<file path="config.mk">
export PLATFORM = sky130hd
export DESIGN_NAME = fit_hole_allocator
export DESIGN_NICKNAME = d
export VERILOG_FILES = /design/src/hdl/fha_pkg.sv /design/src/hdl/fha_ctrl.sv /design/src/hdl/fha_datapath.sv /design/src/hdl/fit_hole_allocator.sv
export SDC_FILE = /design/constraint.sdc
export NUM_CORES = 1
export LEC_CHECK = 0
export BUFFER_PORTS_ARGS = -buffer_cell sky130_fd_sc_hd__buf_2
export CORE_ASPECT_RATIO = 1.75
export CORE_MARGIN = 8
export CORE_UTILIZATION = 63
export CTS_CLUSTER_SIZE = 14
export DETAILED_ROUTE_END_ITERATION = 10
export HOLD_SLACK_MARGIN = 0.1
export PLACE_DENSITY_LB_ADDON = 0.08
export SLEW_MARGIN = 0
export SYNTH_ARGS = -nofsm -noshare
export SYNTH_HDL_FRONTEND = slang
export SYNTH_HIERARCHICAL = 1
export SYNTH_SLANG_ARGS = --single-unit
</file>
<file path="constraint.sdc">
create_clock -name clock -period 5.1 [get_ports clock]
set_input_delay 0.51 -clock clock [delete_from_list [all_inputs] [get_ports clock]]
set_output_delay 0.51 -clock clock [all_outputs]
set_load 0.005 [all_outputs]
</file>
<file path="src/hdl/fha_pkg.sv">
`default_nettype none
// ----------------------------------------------------------------------------
// fha_pkg
// Shared sizes, codes and handshake structs for the fit hole allocator.
// ----------------------------------------------------------------------------
package fha_pkg;

   localparam int MAX_HOLES = 32;
   localparam int SIZE_BITS = 16;

   localparam int HOLE_BITS = (MAX_HOLES > 1) ? $clog2(MAX_HOLES) : 1;
   localparam int CNT_BITS  = $clog2(MAX_HOLES + 1);
   localparam int IN_BITS   = (SIZE_BITS < 16) ? SIZE_BITS : 16;
   localparam int SUM_BITS  = 22;
   // exact free-space sum never wraps; saturation applies at the port only
   localparam int FREE_BITS = (SIZE_BITS + CNT_BITS > SUM_BITS) ?
                              SIZE_BITS + CNT_BITS : SUM_BITS;
   localparam int ADD_BITS  = ((SUM_BITS > SIZE_BITS) ? SUM_BITS : SIZE_BITS) + 1;

   localparam logic [SUM_BITS-1:0] SUM_MAX = {SUM_BITS{1'b1}};

   localparam logic [1:0] CMD_LOAD    = 2'd0;
   localparam logic [1:0] CMD_ALLOC   = 2'd1;
   localparam logic [1:0] CMD_RESTART = 2'd2;

   localparam logic [1:0] MODE_FIRST = 2'd0;
   localparam logic [1:0] MODE_BEST  = 2'd1;
   localparam logic [1:0] MODE_WORST = 2'd2;

   localparam logic [2:0] ST_PLACED  = 3'd0;
   localparam logic [2:0] ST_NOSPACE = 3'd1;
   localparam logic [2:0] ST_STORED  = 3'd2;
   localparam logic [2:0] ST_FULL    = 3'd3;
   localparam logic [2:0] ST_RESTART = 3'd4;

   typedef struct packed {
      logic capture;
      logic scan;
      logic exec;
   } ctl_type;

   typedef struct packed {
      logic scan_done;
   } sts_type;

endpackage
`default_nettype wire

</file>
<file path="src/hdl/fha_ctrl.sv">
`default_nettype none
// ----------------------------------------------------------------------------
// fha_ctrl
// Sequencer: capture, table scan (allocate only), execute, respond.
// ----------------------------------------------------------------------------
module fha_ctrl (
   input  wire logic             clock,
   input  wire logic             reset,
   input  wire logic             start,
   input  wire logic [1:0]       req_cmd,
   input  wire fha_pkg::sts_type sts,
   output fha_pkg::ctl_type      ctl,
   output logic                  busy,
   output logic                  rsp_strobe
);

   localparam logic [1:0] S_IDLE = 2'd0;
   localparam logic [1:0] S_SCAN = 2'd1;
   localparam logic [1:0] S_EXEC = 2'd2;
   localparam logic [1:0] S_RESP = 2'd3;

   logic [1:0] state_ff, state_in;

   always_comb begin
      state_in = state_ff;
      case (state_ff)
         S_IDLE: begin
            if (start) begin
               state_in = (req_cmd == fha_pkg::CMD_ALLOC) ? S_SCAN : S_EXEC;
            end
         end
         S_SCAN: begin
            if (sts.scan_done) begin
               state_in = S_EXEC;
            end
         end
         S_EXEC:  state_in = S_RESP;
         S_RESP:  state_in = S_IDLE;
         default: state_in = S_IDLE;
      endcase
   end

   always_ff @(posedge clock) begin
      if (reset) begin
         state_ff <= S_IDLE;
      end else begin
         state_ff <= state_in;
      end
   end

   assign ctl.capture = (state_ff == S_IDLE) && start;
   assign ctl.scan    = (state_ff == S_SCAN);
   assign ctl.exec    = (state_ff == S_EXEC);
   assign busy        = (state_ff != S_IDLE);
   assign rsp_strobe  = (state_ff == S_RESP);

endmodule
`default_nettype wire

</file>
<file path="src/hdl/fha_datapath.sv">
`default_nettype none
// ----------------------------------------------------------------------------
// fha_datapath
// Hole table, used marks, running sums and the one-entry-per-cycle fit scan.
// ----------------------------------------------------------------------------
module fha_datapath (
   input  wire logic             clock,
   input  wire logic             reset,
   input  wire fha_pkg::ctl_type ctl,
   output fha_pkg::sts_type      sts,
   input  wire logic [1:0]       req_cmd,
   input  wire logic [15:0]      req_size,
   input  wire logic             csr_write,
   input  wire logic [1:0]       csr_fit_mode,
   output logic [2:0]            rsp_status,
   output logic [4:0]            rsp_hole_index,
   output logic [15:0]           rsp_leftover,
   output logic [21:0]           rsp_internal_total,
   output logic [21:0]           rsp_external_total
);

   logic [fha_pkg::SIZE_BITS-1:0] mem_ff [fha_pkg::MAX_HOLES];
   logic [fha_pkg::MAX_HOLES-1:0] used_ff;
   logic [fha_pkg::CNT_BITS-1:0]  count_ff;
   logic [1:0]                    mode_ff;

   logic [1:0]                    cmd_ff;
   logic [fha_pkg::SIZE_BITS-1:0] size_ff;

   logic [fha_pkg::CNT_BITS-1:0]  addr_ff;
   logic                          pipe_vld_ff;
   logic [fha_pkg::SIZE_BITS-1:0] rd_data_ff;
   logic                          rd_used_ff;
   logic [fha_pkg::HOLE_BITS-1:0] rd_idx_ff;
   logic                          found_ff;
   logic [fha_pkg::HOLE_BITS-1:0] pick_idx_ff;
   logic [fha_pkg::SIZE_BITS-1:0] pick_size_ff;

   logic [fha_pkg::SUM_BITS-1:0]  internal_ff, internal_in;
   logic [fha_pkg::FREE_BITS-1:0] free_ff;
   logic [fha_pkg::FREE_BITS-1:0] loaded_ff;

   logic [2:0]                    status_ff;
   logic [fha_pkg::HOLE_BITS-1:0] index_ff;
   logic [fha_pkg::SIZE_BITS-1:0] left_ff;

   logic                          issue;
   logic                          fits;
   logic                          better;
   logic                          take;
   logic                          full;
   logic [fha_pkg::SIZE_BITS-1:0] left_in;
   logic [fha_pkg::ADD_BITS-1:0]  isum;

   assign issue  = ctl.scan && (addr_ff != count_ff);
   assign fits   = pipe_vld_ff && !rd_used_ff && (rd_data_ff >= size_ff);
   // first fit never replaces its pick, so a full scan gives the same answer
   assign better = !found_ff
                || ((mode_ff == fha_pkg::MODE_BEST)  && (rd_data_ff < pick_size_ff))
                || ((mode_ff == fha_pkg::MODE_WORST) && (rd_data_ff > pick_size_ff));
   assign take   = fits && better;
   assign full   = (count_ff == fha_pkg::CNT_BITS'(fha_pkg::MAX_HOLES));

   assign sts.scan_done = (addr_ff == count_ff) && !pipe_vld_ff;

   assign left_in     = pick_size_ff - size_ff;
   assign isum        = fha_pkg::ADD_BITS'(internal_ff) + fha_pkg::ADD_BITS'(left_in);
   assign internal_in = (isum > fha_pkg::ADD_BITS'(fha_pkg::SUM_MAX)) ?
                        fha_pkg::SUM_MAX : isum[fha_pkg::SUM_BITS-1:0];

   // table storage and scan read port
   always_ff @(posedge clock) begin
      if (ctl.exec && (cmd_ff == fha_pkg::CMD_LOAD) && !full) begin
         mem_ff[count_ff[fha_pkg::HOLE_BITS-1:0]] <= size_ff;
      end
      if (issue) begin
         rd_data_ff <= mem_ff[addr_ff[fha_pkg::HOLE_BITS-1:0]];
         rd_used_ff <= used_ff[addr_ff[fha_pkg::HOLE_BITS-1:0]];
         rd_idx_ff  <= addr_ff[fha_pkg::HOLE_BITS-1:0];
      end
   end

   // request payload, current pick and result fields
   always_ff @(posedge clock) begin
      if (ctl.capture) begin
         cmd_ff  <= req_cmd;
         size_ff <= fha_pkg::SIZE_BITS'(req_size[fha_pkg::IN_BITS-1:0]);
      end
      if (take) begin
         pick_idx_ff  <= rd_idx_ff;
         pick_size_ff <= rd_data_ff;
      end
      if (ctl.exec) begin
         case (cmd_ff)
            fha_pkg::CMD_LOAD: begin
               status_ff <= full ? fha_pkg::ST_FULL : fha_pkg::ST_STORED;
               index_ff  <= full ? '0 : count_ff[fha_pkg::HOLE_BITS-1:0];
               left_ff   <= '0;
            end
            fha_pkg::CMD_ALLOC: begin
               status_ff <= found_ff ? fha_pkg::ST_PLACED : fha_pkg::ST_NOSPACE;
               index_ff  <= found_ff ? pick_idx_ff : '0;
               left_ff   <= found_ff ? left_in : '0;
            end
            default: begin
               status_ff <= fha_pkg::ST_RESTART;
               index_ff  <= '0;
               left_ff   <= '0;
            end
         endcase
      end
   end

   // control state: marks, counts, sums, scan pointer
   always_ff @(posedge clock) begin
      if (reset) begin
         used_ff     <= '0;
         count_ff    <= '0;
         mode_ff     <= fha_pkg::MODE_FIRST;
         addr_ff     <= '0;
         pipe_vld_ff <= 1'b0;
         found_ff    <= 1'b0;
         internal_ff <= '0;
         free_ff     <= '0;
         loaded_ff   <= '0;
      end else begin
         if (csr_write) begin
            mode_ff <= csr_fit_mode;
         end
         if (ctl.capture) begin
            addr_ff     <= '0;
            pipe_vld_ff <= 1'b0;
            found_ff    <= 1'b0;
         end else begin
            pipe_vld_ff <= issue;
            if (issue) begin
               addr_ff <= addr_ff + 1'b1;
            end
            if (take) begin
               found_ff <= 1'b1;
            end
         end
         if (ctl.exec) begin
            case (cmd_ff)
               fha_pkg::CMD_LOAD: begin
                  if (!full) begin
                     used_ff[count_ff[fha_pkg::HOLE_BITS-1:0]] <= 1'b0;
                     count_ff  <= count_ff + 1'b1;
                     free_ff   <= free_ff + fha_pkg::FREE_BITS'(size_ff);
                     loaded_ff <= loaded_ff + fha_pkg::FREE_BITS'(size_ff);
                  end
               end
               fha_pkg::CMD_ALLOC: begin
                  if (found_ff) begin
                     used_ff[pick_idx_ff] <= 1'b1;
                     internal_ff          <= internal_in;
                     free_ff              <= free_ff - fha_pkg::FREE_BITS'(pick_size_ff);
                  end
               end
               default: begin
                  used_ff     <= '0;
                  internal_ff <= '0;
                  free_ff     <= loaded_ff;
               end
            endcase
         end
      end
   end

   assign rsp_status         = status_ff;
   assign rsp_hole_index     = 5'(index_ff);
   assign rsp_leftover       = 16'(left_ff);
   assign rsp_internal_total = internal_ff;
   assign rsp_external_total = (free_ff > fha_pkg::FREE_BITS'(fha_pkg::SUM_MAX)) ?
                               fha_pkg::SUM_MAX : free_ff[fha_pkg::SUM_BITS-1:0];

endmodule
`default_nettype wire

</file>
<file path="src/hdl/fit_hole_allocator.sv">
`default_nettype none
// ----------------------------------------------------------------------------
// fit_hole_allocator
// Fixed-partition hole allocator with first, best and worst fit placement.
// ----------------------------------------------------------------------------
// A request is taken when start is high and busy is low; busy then stays high
// until the single result has been shown. Load and restart go from capture
// straight to execute and respond. Allocate walks the hole table through its
// one registered read port, one stored hole per cycle, then drains the read
// register and the last compare before execute and respond. rsp_strobe is
// high for exactly one cycle and the receiver cannot hold it off, so it must
// take the result on that cycle; the result fields stay put until the next
// result. fit_mode may be written whenever busy is low (csr_ready).
module fit_hole_allocator (
   input  wire logic        clock,
   input  wire logic        reset,
   input  wire logic        start,
   output logic             busy,
   input  wire logic [1:0]  req_cmd,
   input  wire logic [15:0] req_size,
   output logic             rsp_strobe,
   output logic [2:0]       rsp_status,
   output logic [4:0]       rsp_hole_index,
   output logic [15:0]      rsp_leftover,
   output logic [21:0]      rsp_internal_total,
   output logic [21:0]      rsp_external_total,
   input  wire logic        csr_valid,
   output logic             csr_ready,
   input  wire logic [1:0]  csr_fit_mode
);

   fha_pkg::ctl_type ctl;
   fha_pkg::sts_type sts;
   logic             csr_write;

   assign csr_ready = !busy;
   assign csr_write = csr_valid && csr_ready;

   fha_ctrl u_ctrl (
      .clock      (clock),
      .reset      (reset),
      .start      (start),
      .req_cmd    (req_cmd),
      .sts        (sts),
      .ctl        (ctl),
      .busy       (busy),
      .rsp_strobe (rsp_strobe)
   );

   fha_datapath u_dp (
      .clock              (clock),
      .reset              (reset),
      .ctl                (ctl),
      .sts                (sts),
      .req_cmd            (req_cmd),
      .req_size           (req_size),
      .csr_write          (csr_write),
      .csr_fit_mode       (csr_fit_mode),
      .rsp_status         (rsp_status),
      .rsp_hole_index     (rsp_hole_index),
      .rsp_leftover       (rsp_leftover),
      .rsp_internal_total (rsp_internal_total),
      .rsp_external_total (rsp_external_total)
   );

endmodule
`default_nettype wire

</file>
==> results by group, run 1 <==
Run status
  – Status: complete, no violations

Layout
  – Layout area overhead: 10.72%
  – Nets: around 2600
  – Share of layout cells above drive strength 1: approximately 20%
  – Most common cell after layout, fill and taps aside: edfxtp_1
  – Fillers: 3475
  – Highest-count cells in the layout ignoring fill and taps: 597 x edfxtp_1, 170 x mux4_2, 168 x a21oi_1
  – Multi-input gate area: around 12000 µm²
  – Register Area: 20260 µm²
  – Final Core Density: between 70% and 80%
  – Finished layout cell area: around 36000 µm²

Worst hold path
  – Hold Path Class: in2reg

Synth
  – Post-Synthesis Cells: 2302
  – Synth Area in Adders: 4.579%
  – Synth area leader: edfxtp_1
  – Cell Area, Synth: around 33000 µm²
  – Largest cells by area after synthesis: edfxtp_1 54%, mux4_2 12%, dfxtp_1 7.1%
  – Syn avg cell area: roughly 14 µm²
  – Synth Area in Compound Gates: 9.340%
  – Most used DFF post-synth: edfxtp_1
  – Mapped Nets: 2444
  – Synth unique cells: 82
  – Synth Area in Simple Gates: around 7.7%
  – Yosys Warn Count: 6
  – Sequential share of the synthesized area: approximately 60%
  – Post-synthesis xor/xnor area fraction: under 10%
  – Number of enable flip-flop cells after synthesis: between 500 and 600
  – Async SR Flop Fraction: 0%
  – Post-synthesis mux area share: about 13%
  – Seq cells post-synth: between 700 and 800
  – Combinational family with the most area after synthesis: multiplexers
  – Yosys top cell area share: 54.49%

Clock tree
  – Root buffer selected by CTS: clkbuf_16
  – Hold_buf cts: 3
  – Clk Latency, worst-skew pair: approximately 0.6 ns
  – Gates resized, CTS repair: 0
  – Total CTS buffers: 66
  – CTS tree: yes
  – Clock buffer depth: 3
  – Reg clk slew, reported paths: roughly 0.07 ns
  – Clock Sink Count: approximately 710
  – Post-CTS Setup Bufs: 0
  – H-tree depth: 3

Worst setup path
  – CP Buf/Inv Count: 1
  – Crit-path cells: inv_1 -> ha_1 -> a21oi_1 -> o21ai_0 -> a31oi_1 -> nand2_1 -> a31oi_1 -> xnor2_1 -> ha_1 -> nand4_1 -> nor2_1 -> a31oi_2 -> a21oi_2 -> and2_1 -> a311o_1
  – CP peak stage delay: roughly 0.80 ns
  – Worst setup EP type: flip-flop
  – R2R Setup Slk: 0.41 ns
  – CP delay by family, top: compound AO/OA/AOI/OAI gates
  – CP arrival: between 5 and 6 ns
  – Worst Path Max Fanout: 19
  – Worst Path Required: between 5 and 6 ns
  – Critical path class: reg2reg
  – Critical-path top delay cell: edfxtp_1
  – Crit path launch type: flip-flop

Power and ir drop
  – Psw: roughly 3600 µW
  – Logic pwr share: 15.6%
  – Power Density: 371.2 nW/µm²
  – Switching Share: 26.47%
  – Worst IR Drop VDD: about 0.35 mV
  – Reg power frac: roughly half
  – Internal power: approximately 10000 µW
  – Static leakage: ~0.013 µW
  – Clock Power Share: between 30% and 40%

Routing
  – First drt pass iteration count: 5
  – Via-to-Cell Ratio: 6.740
  – Total wire length: 91.65 mm
  – Post-route ant nets: 0
  – First DRT Iteration DRCs: between 2000 and 2500
  – DRC: 0
  – DR WL/cell: a little under 30 µm
  – Via Count: about 21000

STA
  – Count of pins over their slew limit: 0
  – Hold Vio Cnt, Final: 0
  – Max Freq: roughly 210 MHz
  – Worst Max-Slew Pin Slew: 1.231 ns
  – RSZ-0062 raised after global routing: no
  – Max-slew headroom: 17.76%
  – Period minus WS final: ~4.7 ns
  – Final clock period utilization by the worst path: between 90% and 100%
  – Endpoints failing setup: 0
  – TNS Setup: 0 ns
  – Skew final: approximately 0.03 ns

Placement
  – IO buf count: 94
  – Placed instance area: between 30000 and 40000 µm²
  – Post-DP HPWL: between 60 and 70 mm
  – Gp weighted congestion: roughly 0.95

Die
  – Starting Density: a little under two thirds
  – Die Wd: 188.7 µm
  – Row cnt: approximately 110
  – DIE HEIGHT: between 300 and 400 µm
  – Core area: ~52000 µm²
  – Ports: 95
  – Total Die Area: between 60000 and 70000 µm²

Global routing
  – Largest net degree at the start of global routing: 73
  – First-pass GRT wire length: 134.4 mm
  – Initial antenna violation count: 0
  – Vias in the first global route: roughly 21000
  – GR Overflow Total: 0
  – Gr usage total: between 30% and 40%

Job
  – Max-cap violations: 0
power groups by stage:
stage | Sequential [µW] | Clock (µW) | Combinational (µW)
3_5_place_dp | 6820 | 0 | 2060
3_3_place_gp | 6820 | 0 | 2010
4_1_cts | 6700 | 4790 | 2070
6_report | 6700 | 4720 | 2110
2_1_floorplan | 6870 | 0 | 1270
5_1_grt | 6710 | 4980 | 2270
metal layers:
| layer | global-route usage (%) | wire (µm) | vias up | part of all wire, % |
|---|---|---|---|---|
| li1 | - | - | 9203 | - |
| met1 | 34.21 | 30980 | 10560 | 34 |
| met2 | 52.19 | 46570 | 1114 | 51 |
| met3 | 5.085 | 7304 | 264 | 8.0 |
| met4 | 20.11 | 6794 | 0 | 7.4 |
| met5 | 0 | 0 | - | 0 |
state kept, by name, summed over array words and instances (netlist names), 2 cells and up:
| register | flops |
|---|---|
| u_dp/rd_data_ff | 16 |
| u_dp/pick_idx_ff | 5 |
| u_dp/rsp_hole_index | 5 |
| u_dp/count_ff | 6 |
| u_dp/mode_ff | 2 |
| u_dp/addr_ff | 6 |
| u_dp/used_ff | 32 |
| u_dp/free_ff | 22 |
| u_ctrl/state_ff | 2 |
| u_dp/pick_size_ff | 16 |
| u_dp/rsp_internal_total | 22 |
| u_dp/mem_ff | 512 |
| u_dp/size_ff | 16 |
| u_dp/rsp_status | 3 |
| u_dp/rd_idx_ff | 5 |
| u_dp/loaded_ff | 22 |
| u_dp/cmd_ff | 2 |
| u_dp/rsp_leftover | 16 |
cells in the mapped netlist, types with 5 or more instances:
| master | instances |
|---|---|
| buf_1 | 11 |
| o31ai_1 | 5 |
| nor3_1 | 33 |
| mux4_2 | 170 |
| nand2_1 | 149 |
| a31oi_1 | 23 |
| o21ai_0 | 117 |
| mux2i_1 | 13 |
| and2_1 | 16 |
| a21o_1 | 34 |
| nand2b_1 | 19 |
| a22o_1 | 7 |
| clkbuf_1 | 100 |
| buf_2 | 11 |
| o21a_1 | 16 |
| xnor2_1 | 36 |
| nand3b_1 | 5 |
| mux2_2 | 22 |
| nor2_1 | 130 |
| buf_4 | 10 |
| a21oi_1 | 169 |
| o2111ai_1 | 6 |
| nor2b_1 | 19 |
| o211ai_1 | 9 |
| ha_1 | 114 |
| and3_1 | 19 |
| a211o_1 | 9 |
| edfxtp_1 | 597 |
| a211oi_1 | 21 |
| xor2_1 | 24 |
| or2_2 | 7 |
| nand4_1 | 19 |
| nand3_1 | 43 |
| inv_1 | 62 |
| nor4_1 | 9 |
| o22ai_1 | 6 |
| dfxtp_1 | 116 |
| o21bai_1 | 7 |
| or3_1 | 12 |
| nor3b_1 | 14 |
cells by family (layout without fill, tap and decap cells):
group                    after synthesis  count (layout)
adder cells (fa/ha/maj)              118             118
buffers and inverters                199             355
multiplexers                         205             205
AND/OR/NAND/NOR                      517             517
XOR/XNOR                              60              60
AO/OA/AOI/OAI                        490             490
other                                  0               1
flip-flops                           713             713
path summary, 6_finish.rpt:
check,from,end,cells after the start
worst max-delay path,u_dp/size_ff[8],u_dp/rsp_internal_total[19],15
worst min-delay path,req_size[8],u_dp/size_ff[8],1
worst max register to register,u_dp/size_ff[8],u_dp/rsp_internal_total[19],15
worst min register to register,u_dp/rd_idx_ff[0],u_dp/pick_idx_ff[0],0
cell type report:
class | count | share of cell area [%]
sequential | 713 | 55.62
timing repair buffer | 183 | 3.291
inverter | 64 | 0.6595
antenna | 1 | 0.006870
clock buffer | 84 | 4.864
clock inverter | 24 | 0.6457
multi-input combinational | 1390 | 32.59
tap | 678 | 2.329
per-stage QoR:
step	hold WS, ns	cells	total power (µW)	worst slack [ns]
6_report	0.1307	3137	13520	0.4085
5_1_grt	0.1063	3136	13950	0.1078
4_1_cts	0.1072	3136	13560	0.5233
3_5_place_dp	0.4064	3025	8877	0.5498
3_3_place_gp	0.4031	3025	8824	0.6944
2_1_floorplan	0.4003	2302	8141	0.8047
No activity file was read; power rests on OpenSTA's default activity.
==> run 2: changes to the inputs <==
Settings changed: CORE_UTILIZATION 63 to 57.
Clock period 5.1 ns to 4 ns, I/O delays scaled along.
==> results by group, run 2 (same netlist as run 1, synthesis figures left out) <==
Clock tree
  – H-tree depth: 3 (unchanged)
  – Total CTS buffers: 67 (+1.5%)
  – Clock buffer depth: 3 (unchanged)
  – Clock Sink Count: 713 (unchanged)
  – Clk Latency, worst-skew pair: 0.62 ns (+0.02 ns)
  – Reg clk slew, reported paths: 0.07 ns (about the same)
  – CTS tree: yes
  – Root buffer selected by CTS: clkbuf_16

Power and ir drop
  – Power Density: 473.6 nW/µm² (+28%)
  – Worst IR Drop VDD: 0.3892 mV (+11%)
  – Static leakage: 0.01341 µW (+6.3%)

Global routing
  – Initial antenna violation count: 2 (+2)
  – GR Overflow Total: 0 (unchanged)
  – First-pass GRT wire length: 137.8 mm (+2.5%)
  – Largest net degree at the start of global routing: 52 (-29%)
  – Gr usage total: 28.35% (-2.0 points)
  – Vias in the first global route: 21790 (+1.9%)

STA
  – Period minus WS final: 3.876 ns (-0.8155 ns)
  – Count of pins over their slew limit: 0 (unchanged)
  – Worst Max-Slew Pin Slew: 0.9275 ns (-0.3035 ns)
  – Max Freq: 258.0 MHz (+21%)
  – Final WS setup: 0.1240 ns (-0.2845 ns)
  – Max-slew headroom: 38.02% (+20 points)
  – Final clock period utilization by the worst path: 96.90% (+4.9 points)
  – Hold Vio Cnt, Final: 0 (unchanged)
  – Skew final: 0.03870 ns (+0.008771 ns)
  – Endpoints failing setup: 0 (unchanged)
  – Hold WS: 0.1416 ns (+0.01091 ns)
  – TNS Setup: 0 ns (unchanged)

Routing
  – DR WL/cell: 27.76 µm (-5.0%)
  – Post-route ant nets: 0 (unchanged)
  – Total wire length: 93.77 mm (+2.3%)
  – Via-to-Cell Ratio: 6.393 (-5.2%)
  – First DRT Iteration DRCs: 2023 (-6.3%)
  – DRC: 0 (unchanged)
  – Via Count: 21590 (+2.1%)
  – First drt pass iteration count: 5 (unchanged)

Die
  – DIE HEIGHT: 333.8 µm (+4.9%)
  – Starting Density: 57.53% (-5.8 points)
  – Row cnt: 116 (+4.5%)
  – Core area: 57180 µm² (+10%)
  – Die Wd: 197.6 µm (+4.7%)
  – Ports: 95 (unchanged)
  – Total Die Area: 65970 µm² (+9.8%)

Layout
  – Layout area overhead: 15.27%
  – Share of layout cells above drive strength 1: 24.72% (+4.5 points)
  – Highest-count cells in the layout ignoring fill and taps: 597 x edfxtp_1, 205 x buf_4, 170 x mux4_2
  – Finished layout cell area: 37920 µm² (+4.1%)
  – Fillers: 4146 (+19%)
  – Final Core Density: 66.32% (-3.8 points)
  – Max reg flops: 512 (unchanged)
  – Most common cell after layout, fill and taps aside: edfxtp_1
  – Nets: 2704 (+5.6%)

Worst hold path
  – WHS Path Cells: 3 (+2)
  – Hold Path End: u_dp/mode_ff[1]
  – HP Start: csr_fit_mode[1]
  – Hold Path Class: in2reg

Placement
  – Placed instance area: 35530 µm² (+3.3%)
  – Gp weighted congestion: 0.9648 (+1.5%)
  – Pre-CTS setup slack: 0.1434 ns (-0.4064 ns)
  – Post-DP HPWL: 64.40 mm (+5.4%)
  – IO buf count: 94 (unchanged)

Worst setup path
  – Worst Path Required: 4.52 ns (-1.10 ns)
  – Critical path class: reg2reg
  – Reg2Reg Depth: 14 (-1)
  – Crit Reg-Reg Endpoint: u_dp/free_ff[13]
  – Worst setup EP type: flip-flop
  – CP startpoint: u_dp/cmd_ff[1]
  – Worst Path Max Fanout: 15 (-4)
  – FF-to-FF Start: u_dp/cmd_ff[1]
  – CP arrival: 4.40 ns (-0.81 ns)
  – R2R Setup Slk: 0.12 ns (-0.28 ns)
  – Crit path launch type: flip-flop

Job
  – Max-cap violations: 0 (unchanged)

Run status
  – Status: complete, no violations
==> run 2: cell types whose count changed in the layout (fill, tap and decap cells not counted), moves of 3 or more <==
cell / delta
o21ai_1: +4
buf_4: +122
o21ai_0: -5
clkinv_2: +3
ha_1: -4
buf_12: +5
clkinvlp_4: -3
dlygate4sd3_1: +16
ha_2: +3
==> run 2: final cells by class <==
type	instances	area [µm²]	share of cell area [%]
sequential	713	20260	53.42
tap	767	959.7	2.531
multi-input combinational	1390	11950	31.51
clock buffer	86	1812	4.777
clock inverter	30	324.1	0.8545
timing repair buffer	326	2375	6.262
antenna	2	5.005	0.01320
inverter	64	240.2	0.6335
==> run 2: what timing repair did <==
action | CTS | global route
hold buffers | 19 | 0
hold endpoints to repair | 20 | 0
setup buffers | 0 | 2
resized for setup | 0 | 14
endpoints found under the setup margin | 0 | 22
==> run 2: per-layer routing <==
metal	global-route usage [%]	part of all wire [%]
met2	49.84	52
met1	32.39	35
met3	4.204	6.7
met4	16.78	6.6
met5	0	0.014
==> run 2: power by group <==
part | internal, µW | leakage [µW] | switching [µW]
logic | 1180 | 0.00604 | 1910
clock network | 3600 | 0.00104 | 2740
registers | 8390 | 0.00633 | 142
==> run 2: how the worst max path moves through the flow <==
stage,endpoint,slack [ns],depth (start not counted)
detailed placement,u_dp/rsp_internal_total[13],0.14,16
floorplan,u_dp/rsp_internal_total[19],0.007,16
CTS,u_dp/rsp_internal_total[17],0.12,17
global placement,u_dp/rsp_internal_total[19],0.15,15
finish,u_dp/free_ff[13],0.12,14
global route,u_dp/rsp_internal_total[17],-0.01,18
==> run 2: metrics by stage <==
step                power [µW]  cells
finish                   17960   3378
global route             18550   3376
CTS                      17990   3374
detailed placement       11680   3239
global placement         11600   3239
floorplan                10390   2302
==> run 2: worst max-delay path, stage by stage (launching register included) <==
cell and delay (ns):
edfxtp_1 0.49, clkinv_1 0.13, nand2_1 0.28, buf_4 0.27, nor2_1 0.06, a31oi_1 0.43, buf_4 0.22, ha_1 0.29
a21o_1 0.21, a21oi_1 0.20, a211oi_1 0.10, buf_4 0.18, o41ai_2 0.50, mux2i_1 0.16, a211oi_1 0.27
==> run 3: changes to the inputs <==
Settings changed: CORE_UTILIZATION 57 to 56, SYNTH_HIERARCHICAL 1 to unset.
==> results by group, run 3 <==
Global routing
  – Gr busiest metal: met2
  – First-pass GRT wire length: 127.9 mm (-7.2%)
  – Vias in the first global route: 20500 (-5.9%)
  – Largest net degree at the start of global routing: 81 (+56%)
  – GR Util met1: 28.74% (-3.6 points)
  – GR Util met3: 3.813% (-0.39 points)
  – Gr usage total: 26.27% (-2.1 points)
  – Initial antenna violation count: 4 (+2)
  – M2 GR Usage: 48.94% (-0.90 points)
  – GR Overflow Total: 0 (unchanged)

STA
  – Max-slew headroom: 11.96% (-26 points)
  – Hold Vio Cnt, Final: 0 (unchanged)
  – Endpoints failing setup: 0 (unchanged)
  – Final WS setup: 0.1138 ns (-0.01017 ns)
  – Final clock period utilization by the worst path: 97.15% (+0.25 points)
  – Skew final: 0.03241 ns (-0.006285 ns)
  – Worst Max-Slew Pin Slew: 1.316 ns (+0.3882 ns)
  – Max Freq: 257.3 MHz (-0.26%)
  – Count of pins over their slew limit: 0 (unchanged)
  – Period minus WS final: 3.886 ns (+0.01017 ns)

Placement
  – Pre-CTS setup slack: -0.08677 ns (-0.2302 ns)
  – Gp weighted congestion: 0.9221 (-4.4%)
  – IO buf count: 94 (unchanged)
  – Post-DP HPWL: 59.98 mm (-6.9%)
  – Inst Count DP: 3063 (-5.4%)

Power and ir drop
  – Static leakage: 0.01270 µW (-5.3%)
  – Clock Power Share: 35.4% (about the same)
  – Worst IR Drop VDD: 0.3666 mV (-5.8%)
  – Logic pwr share: 15.2% (-2.0 points)
  – Internal power: 12740 µW (-3.2%)
  – Reg power frac: 49.5% (+2.0 points)
  – Power Density: 469.0 nW/µm² (-0.96%)
  – Psw: 4539 µW (-5.3%)
  – Switching Share: 26.27% (-0.41 points)

Routing
  – First DRT Iteration DRCs: 1330 (-34%)
  – DR WL/cell: 26.66 µm (-3.9%)
  – First drt pass iteration count: 5 (unchanged)
  – Via-to-Cell Ratio: 6.175 (-3.4%)
  – DRC: 0 (unchanged)
  – Via Count: 19900 (-7.9%)
  – Total wire length: 85.91 mm (-8.4%)
  – Post-route ant nets: 0 (unchanged)

Synth
  – Mapped Nets: 2334 (-4.5%)
  – Post-Synthesis Cells: 2193 (-4.7%)
  – Synth Area in Adders: 4.654% (+0.075 points)
  – Number of enable flip-flop cells after synthesis: 597 (unchanged)
  – Seq cells post-synth: 713 (unchanged)
  – Synth unique cells: 74 (-9.8%)
  – Most frequent cell after synthesis: edfxtp_1
  – Sequential share of the synthesized area: 63.08% (+1.5 points)
  – Synth Area in Compound Gates: 8.357% (-0.98 points)
  – Cell Area, Synth: 32100 µm² (-2.4%)
  – Synth Area in Simple Gates: 6.833% (-0.82 points)
  – Yosys Warn Count: 0 (-6)
  – Largest cells by area after synthesis: edfxtp_1 56%, mux4_2 12%, dfxtp_1 7.2%
  – Most used DFF post-synth: edfxtp_1
  – Yosys top cell area share: 55.85% (+1.4 points)
  – Synth area leader: edfxtp_1
  – Combinational family with the most area after synthesis: multiplexers
  – Post-synthesis xor/xnor area fraction: 2.019% (+0.42 points)
  – Async SR Flop Fraction: 0% (unchanged)
  – Post-synthesis mux area share: 12.78% (about the same)
  – Post-synth top cells: 597 x edfxtp_1, 171 x nand2_1, 170 x mux4_2
  – Syn avg cell area: 14.64 µm² (+2.4%)

Layout
  – Register Area: 20260 µm² (unchanged)
  – Nets: 2546 (-5.8%)
  – Fillers: 4135 (-0.27%)
  – Layout area overhead: 14.77%
  – Highest-count cells in the layout ignoring fill and taps: 597 x edfxtp_1, 171 x nand2_1, 170 x mux4_2
  – Share of layout cells above drive strength 1: 24.30% (-0.43 points)
  – Multi-input gate area: 11380 µm² (-4.8%)
  – Max reg flops: 512 (unchanged)
  – Most common cell after layout, fill and taps aside: edfxtp_1
  – Final cell count without fillers: 3222 (-4.6%)

Worst hold path
  – WHS Path Cells: 4 (+1)
  – HP Start: start
  – Hold Path End: u_ctrl.state_ff[1]
  – Hold Path Class: in2reg

Clock tree
  – Clock Sink Count: 713 (unchanged)
  – Root buffer selected by CTS: clkbuf_16
  – Reg clk slew, reported paths: 0.06 ns (about the same)
  – Total CTS buffers: 68 (+1.5%)
  – Clock buffer depth: 3 (unchanged)
  – H-tree depth: 3 (unchanged)
  – Clk Latency, worst-skew pair: 0.61 ns (about the same)
  – CTS tree: yes

Worst setup path
  – Worst Path Max Fanout: 8 (-7)
  – FF-to-FF Start: u_dp.size_ff[1]
  – Critical path class: reg2reg
  – CP arrival: 4.40 ns (about the same)
  – Worst setup EP type: flip-flop
  – Worst Path Required: 4.52 ns (about the same)
  – Reg2Reg Depth: 17 (+3)
  – R2R Setup Slk: 0.11 ns (about the same)
  – Crit path launch type: flip-flop
  – Crit Reg-Reg Endpoint: u_dp.rsp_internal_total[19]

Run status
  – Status: complete, no violations

Die
  – DIE HEIGHT: 332.7 µm (-0.33%)
  – Row cnt: 116 (unchanged)
  – Total Die Area: 65540 µm² (-0.64%)
  – Ports: 95 (unchanged)
  – Starting Density: 56.42% (-1.1 points)
  – Core area: 56890 µm² (-0.51%)
  – Die Wd: 197.0 µm (-0.32%)

Job
  – Max-cap violations: 0 (unchanged)
-- run 3: cell types whose count changed in the layout (fill, tap and decap cells not counted), moves of 10 or more --
| cell | before | now |
|---|---|---|
| a21o_1 | 34 | 24 |
| nand2_1 | 149 | 171 |
| nand3_1 | 43 | 23 |
| xnor2_1 | 35 | 48 |
| o21ai_0 | 111 | 101 |
| o211ai_1 | 9 | 19 |
| buf_4 | 205 | 132 |
-- run 3: per-stage QoR --
stage	area, µm²	setup TNS, ns	util, %	power [µW]	hold WS [ns]
5_1_grt	36840	-0.2441	64.75	17900	0.2746
4_1_cts	36610	0	64.35	17310	0.2141
6_report	36840	0	64.75	17280	0.2445
3_3_place_gp	34280	-0.01705	60.25	11150	0.4035
3_5_place_dp	34280	-0.4881	60.25	11220	0.4045
2_1_floorplan	32160	0	-	10260	0.4003
-- run 3: final cells by class --
| cell class | instances | area share, % |
|---|---|---|
| tap | 767 | 2.605 |
| clock buffer | 84 | 4.897 |
| timing repair buffer | 263 | 5.274 |
| antenna | 2 | 0.01358 |
| sequential | 713 | 54.99 |
| inverter | 64 | 0.6521 |
| multi-input combinational | 1295 | 30.88 |
| clock inverter | 34 | 0.6826 |
-- run 3: power groups by stage --
stage	sequential (µW)	clock, µW	combinational [µW]
final	8550	6110	2620
after detailed placement	8710	0	2510
after global placement	8700	0	2450
after global routing	8560	6470	2870
after CTS	8550	6210	2550
after floorplan	8770	0	1500
-- run 3: kinds of logic after synthesis --
| logic type | count (synthesis) |
|---|---|
| fa+ha+maj | 117 |
| compound gates | 434 |
| flops | 713 |
| xor+xnor | 74 |
| buf+inv | 187 |
| simple gates | 473 |
| mux | 195 |
-- run 3: worst max-delay path: stages, from the launching register on --
cell      delay [ns]
edfxtp_1        0.47
buf_4           0.18
fa_2            0.36
nor2b_1         0.15
o21a_1          0.22
o21ai_2         0.10
a211oi_2        0.35
nor2_1          0.09
a211o_1         0.30
xnor2_2         0.17
ha_4            0.30
o211ai_1        0.14
a22oi_4         0.26
a31oi_4         0.12
buf_12          0.16
nor2_4          0.19
nand2_1         0.10
o311ai_1        0.13
-- run 3: metal layers --
layer,up-vias,share of wire (%)
li1,8896,-
met1,10150,36
met2,653,55
met3,190,4.9
met4,2,4.9
met5,-,0.014
-- run 3: worst max-delay path by stage --
stage | start | to | slack (ns) | depth (start not counted)
floorplan | u_dp.size_ff[1] | u_dp.rsp_internal_total[11] | 0.009 | 18
global placement | u_dp.size_ff[1] | u_dp.rsp_internal_total[19] | -0.009 | 17
detailed placement | u_dp.size_ff[1] | u_dp.rsp_internal_total[19] | -0.09 | 17
CTS | u_dp.size_ff[0] | u_dp.rsp_internal_total[17] | 0.01 | 16
global route | u_dp.size_ff[1] | u_dp.rsp_internal_total[17] | -0.05 | 17
finish | u_dp.size_ff[1] | u_dp.rsp_internal_total[19] | 0.11 | 17
-- run 3: repair_timing --
action	4_1_cts	5_1_grt
hold buffers	25	0
pin swaps	2	9
hold endpoints to repair	22	0
setup endpoints to repair	21	32
resized for setup	2	30
buffers inserted	1	11
gates cloned	1	1
